[config.mk]
export PLATFORM = sky130hd
export DESIGN_NAME = pipc_ctrl
export DESIGN_NICKNAME = d
export VERILOG_FILES = /design/src/sv/pipc_pkg.sv /design/src/sv/pipc_ctrl.sv
export SDC_FILE = /design/constraint.sdc
export NUM_CORES = 1
export LEC_CHECK = 0
export BUFFER_PORTS_ARGS = -buffer_cell sky130_fd_sc_hd__buf_2
export CAP_MARGIN = 5
export CORE_AREA = 8 8 45 47
export DETAILED_ROUTE_END_ITERATION = 8
export DIE_AREA = 0 0 53 55
export PLACE_DENSITY_LB_ADDON = 0.12
export SLEW_MARGIN = 20
export SYNTH_ARGS = -nofsm -noshare
export SYNTH_HDL_FRONTEND = slang
export SYNTH_SLANG_ARGS = --single-unit
[constraint.sdc]
create_clock -name i_clk -period 1.8 [get_ports i_clk]
set_clock_uncertainty 0.1 [all_clocks]
set_input_delay 0.09 -clock i_clk [delete_from_list [all_inputs] [get_ports i_clk]]
set_output_delay 0.09 -clock i_clk [all_outputs]
set_load 0.02 [all_outputs]
[src/sv/pipc_pkg.sv]
package pipc_pkg;

    localparam int DEF_MAX_VERTICES = 256;
    localparam int COORD_W          = 32;
    localparam int DIFF_W           = COORD_W + 1;
    localparam int PROD_W           = 2 * COORD_W;

    // controller -> datapath
    typedef struct packed {
        logic start_test;
        logic rd_en;
        logic rd_first;
        logic done;
    } t_cmd;

    // datapath -> controller
    typedef struct packed {
        logic empty;
        logic ptr_last;
    } t_stat;

endpackage

[src/sv/pipc_ctrl.sv]
module pipc_ctrl (
    input  logic            i_clk,
    input  logic            i_rst_n,
    input  logic            i_accept_test,
    input  pipc_pkg::t_stat i_stat,
    output pipc_pkg::t_cmd  o_cmd,
    output logic            o_busy
);
    import pipc_pkg::*;

    localparam logic [2:0] S_IDLE  = 3'd0;
    localparam logic [2:0] S_FIRST = 3'd1;
    localparam logic [2:0] S_FETCH = 3'd2;
    localparam logic [2:0] S_DRAIN = 3'd3;
    localparam logic [2:0] S_DONE  = 3'd4;

    // start value of the drain counter; S_DRAIN counts it down to zero before S_DONE
    localparam logic [1:0] DRAIN_LAST = 2'd3;

    logic [2:0] r_state, n_state;
    logic [1:0] r_drain, n_drain;

    always_comb begin
        n_state          = r_state;
        n_drain          = r_drain;
        o_cmd.start_test = 1'b0;
        o_cmd.rd_en      = 1'b0;
        o_cmd.rd_first   = 1'b0;
        o_cmd.done       = 1'b0;
        case (r_state)
            S_IDLE: begin
                if (i_accept_test) begin
                    o_cmd.start_test = 1'b1;
                    n_state = i_stat.empty ? S_DONE : S_FIRST;
                end
            end
            S_FIRST: begin
                o_cmd.rd_en    = 1'b1;
                o_cmd.rd_first = 1'b1;
                n_state        = S_FETCH;
            end
            S_FETCH: begin
                o_cmd.rd_en = 1'b1;
                if (i_stat.ptr_last) begin
                    n_state = S_DRAIN;
                    n_drain = DRAIN_LAST;
                end
            end
            S_DRAIN: begin
                if (r_drain == '0) begin
                    n_state = S_DONE;
                end else begin
                    n_drain = r_drain - 2'd1;
                end
            end
            S_DONE: begin
                o_cmd.done = 1'b1;
                n_state    = S_IDLE;
            end
            default: begin
                n_state = S_IDLE;
            end
        endcase
    end

    always_ff @(posedge i_clk) begin
        if (!i_rst_n) begin
            r_state <= S_IDLE;
            r_drain <= '0;
        end else begin
            r_state <= n_state;
            r_drain <= n_drain;
        end
    end

    assign o_busy = (r_state != S_IDLE);

endmodule

# After elaboration in Yosys (flattened, before gate mapping)
# Index checks and enable logic that the tools add are counted.
[op_classes]
addsub = 1
mux = 13
reduce_logical = 7
n_eq_ne = 8
[op_table]
columns = ["op", "n"]
rows = [
  ["$mux 3", 4],
  ["$pmux 3 s4", 1],
  ["$ne 2x2->1 const B", 4],
  ["$eq 3x2->1 const B", 2],
  ["$reduce_and 3->1", 2],
  ["$mux 1", 5],
  ["$mux 2", 2],
  ["$pmux 2 s2", 1],
  ["$eq 3x1->1 const B", 1],
  ["$eq 3x3->1 const B", 1],
  ["$logic_not 3->1", 1],
  ["$reduce_bool 3->1", 1],
  ["$logic_not 2->1", 1],
  ["$reduce_bool 2->1", 1],
  ["$reduce_or 2->1", 1],
  ["$sub 2x1->2 const B", 1],
]
[totals]
input_bits = 5
ff_bits = 5
elab_cells = 31
output_inout_bits = 5

# Logic depth before layout (Yosys ltp)
[logic_depth]
ltp_word = 3
mapped_depth = 5
ltp_nobuf = 5

# Least setup slack after synthesis
# No wires, ideal clock.
[synth_timing]
path_kind = "flip-flop to flip-flop"
start = "register r_drain[0]"
end = "register r_drain[0]"
slack_ps = 532
path_stages_with_launch = 6
path_buffers = 0
setup_time_ps = 116
arrival_time_ps = 1052
period_less_slack_ps = 1268
required_ps = 1584
cell_sequence = "dfxtp_1 -> inv_1 -> ha_1 -> and4bb_2 -> nand2_1 -> o211a_1"
[synth_between]
elab_chain_cells = 3
word_cells_on_any_way = 6
cone_classes = "add/sub: 1; eq/ne: 1; mux: 2; reduce/logical: 2"
[synth_lines]
columns = ["element", "line_no", "source"]
rows = [
  ["start, declared", "pipc_ctrl.sv:21", "logic [1:0] r_drain, n_drain;"],
  ["start signal, assigned", "pipc_ctrl.sv:72", "r_drain <= n_drain;"],
  ["$sub 2x1->2 / $logic_not 2->1 (equally long branches)", "pipc_ctrl.sv:53, pipc_ctrl.sv:50", ""],
  ["$mux 2 / $ne 2x2->1 (equally long branches)", "-", ""],
  ["$pmux 2 s2 / $reduce_and 3->1 (equally long branches)", "-", ""],
]
# Several ways; a longest one is shown, not always the timed one. The select of a mux whose other input is x is not followed.
# A chain may end at the register's enable or synchronous reset.

==> flow_summary_export.csv <==
group,metric,value,unit
worst_setup_path,worst-path-buf-inv,1,
clocking,numCtsBuffers,3,
die,rows,14,
yosys,synthTopCellsByCount,"5 x dfxtp_1, 4 x nand2_1, 3 x inv_1, 3 x o211a_1",
sta,setup_tns,0,ns
clocking,root_buffer,"clkbuf_4",
power_and_ir_drop,power.share.combinational,0.193,
power_and_ir_drop,p_sw_frac,0.266,
clocking,hold_buffers,0,
layout,drive_gt1_frac,0.333,
drt,viasPerCell,4.43,
yosys,synth_edf_count,0,
yosys,synth.avg_cell_area,8.68,um^2
power_and_ir_drop,powerDensity,830,nW/um^2
worst_setup_path,startpoint_type,"flop",
power_and_ir_drop,power.switching,0.0000818,W
worst_setup_path,path_max_fanout,8,
die,coreArea,1380,um^2
worst_setup_path,cp_cell_sequence,"nor2_2, and3_1, buf_2",
yosys,ys_top_cells_by_area,"dfxtp_1 34%, o211a_1 10%, nand2_1 5.1%",
place,dp_hpwl,527,um
drt,ant_nets,0,
clocking,postCtsSetupBuffers,0,
yosys,synth.most_common_cell,"dfxtp_1",
worst_setup_path,critical_path.max_stage_delay,0.38,ns
die,start_util,0.213,
sta,worst_slew_margin_rel,0.812,
drt,avgRoutedWirePerCell,10.2,um
grt,antenna_found_initial,0,
outcome,outcome,"finished, final reports clean",
layout,antenna_cells,0,
yosys,synthArstFlopShare,0,
yosys,synth_top_area_frac,0.339,
clocking,htreeDepth,1,
power_and_ir_drop,total_power,0.000307,W
yosys,ys_seq_elements,5,
sta,fmax,751,MHz
place,dpl-instance-area,344,um^2
worst_setup_path,arrival,1.14,ns
worst_setup_path,crit_family,"flip-flops",
grt,grtUsageTotal,0.0454,
worst_setup_path,crit_path_end_kind,"output pin",
sta,grt_setup_unrepaired,"no",
yosys,syn_area,295,um^2
yosys,yosys_warnings,0,
yosys,ys_types,20,
power_and_ir_drop,seqPwrFrac,0.408,
place,gp_congestion,0.659,
layout,syn2layout_area_growth,25.4,%
sta,setup_viol,0,
layout,postLayoutCellArea,370,um^2
worst_setup_path,crit_type,"flop to output pin",
die,ios,10,
clocking,cts_tree,"yes",
worst_hold_path,hp-class,"input port to flop",
grt,grt_pass1_wl,931,um
worst_setup_path,cpMaxStageDelayCell,"dfxtp_1",
yosys,postSynthCellCount,34,
clocking,path_clk_slew,0.04,ns
clocking,insertion_delay,0.23,ns
yosys,seq_area_frac_synth,0.339,
grt,grt_pass1_vias,239,
die,fp.dieH,55,um
place,io_buffers,9,
drt,drt-pass1-iter-count,2,
grt,grt_start_max_net_pins,9,
job,drv_cap,0,
drt,drc,0,
clocking,cts_max_path_buffers,2,
layout,nets,52,
yosys,syn_nets,40,
sta,finalMaxSlewViolations,0,
sta,hold_viol_final,0,
clocking,ctsResizeCount,0,
sta,tightest_slew,0.281,ns
sta,min_period,1.33,ns
power_and_ir_drop,p_leak,0.192,nW
drt,drt_iter0_drc,1,
die,dieArea,2920,um^2
die,die_x,53,um
power_and_ir_drop,p_int,0.000226,W
yosys,synthFlopType,"dfxtp_1",
power_and_ir_drop,vdd_drop_max,0.333,mV
drt,dr_total_vias,270,
sta,fin_crit_sh,0.740,
grt,grt-ovfl-total,0,
yosys,yosys.area.top_type,"dfxtp_1",
clocking,cts_sinks,5,
drt,wl,623,um
worst_setup_path,crit_required,1.61,ns
power_and_ir_drop,pwr-share-clk,0.400,
==> cell families after synthesis <==
logic type	synth area share
AO/OA/AOI/OAI	0.153
buffers and inverters	0.0932
AND/OR/NAND/NOR	0.343
flip-flops	0.339
adder cells (fa/ha/maj)	0.0424
XOR/XNOR	0.0297
==> path summary, 6_finish.rpt <==
path / start / slack (ns) / cells past startpoint / end
worst max-delay path: r_state[1] / 0.47 / 3 / o_cmd[3]
worst min-delay path: i_rst_n / 0.02 / 2 / r_drain[0]
worst max register to register: r_drain[0] / 0.47 / 5 / r_drain[0]
worst min register to register: r_drain[1] / 0.39 / 1 / r_drain[1]
==> cells in the final DEF, fill, tap and decap left out <==
cell type	n
and3_1	1
nand3b_1	1
clkbuf_1	1
nor2_1	1
nand3_1	2
nor2b_4	1
nor2b_1	1
dfxtp_1	5
a21oi_1	2
clkbuf_4	3
buf_2	9
nor3b_1	2
nand2_1	4
nor2_2	1
xnor2_1	1
nor3_1	1
o211a_1	3
o21ai_1	1
inv_1	3
ha_1	1
and4bb_2	1
==> area by class of cell <==
cell class / instances / area [um^2]
fill: 164 / 1010
multi-input combinational: 24 / 168
sequential: 5 / 100
timing repair buffer: 9 / 45.0
clock buffer: 4 / 26.3
tap: 16 / 20.0
inverter: 3 / 11.3
==> state kept, by name, summed over array words and instances (netlist names) <==
| signal | cells |
|---|---|
| r_drain | 2 |
| r_state | 3 |
==> power by group through the flow <==
stage                     Clock [W]  Combinational, W  Sequential, W
after detailed placement          0         0.0000609       0.000127
after global placement            0         0.0000603       0.000127
final                      0.000123         0.0000592       0.000125
after global routing       0.000143         0.0000662       0.000126
after CTS                  0.000132         0.0000611       0.000125
after floorplan                   0         0.0000494       0.000121
==> metrics by stage <==
stage	std cells	hold WS (ns)	util	setup slack, ns
after global routing	61	0.00878	0.268	0.368
after floorplan	34	0.123	-	0.532
after global placement	57	0.257	0.249	0.490
after CTS	61	0.0127	0.268	0.441
after detailed placement	57	0.262	0.249	0.476
final	61	0.0198	0.268	0.468
==> routing by layer <==
layer / wire (um) / global-route usage / vias up / share of wire
li1: - / - / 140 / -
met1: 228 / 0.0350 / 126 / 0.37
met2: 342 / 0.0781 / 4 / 0.55
met3: 53 / 0.0374 / 0 / 0.085
met4: 0 / 0.0259 / 0 / 0
met5: 0 / 0 / - / 0
No activity file was read; power rests on OpenSTA's default activity.
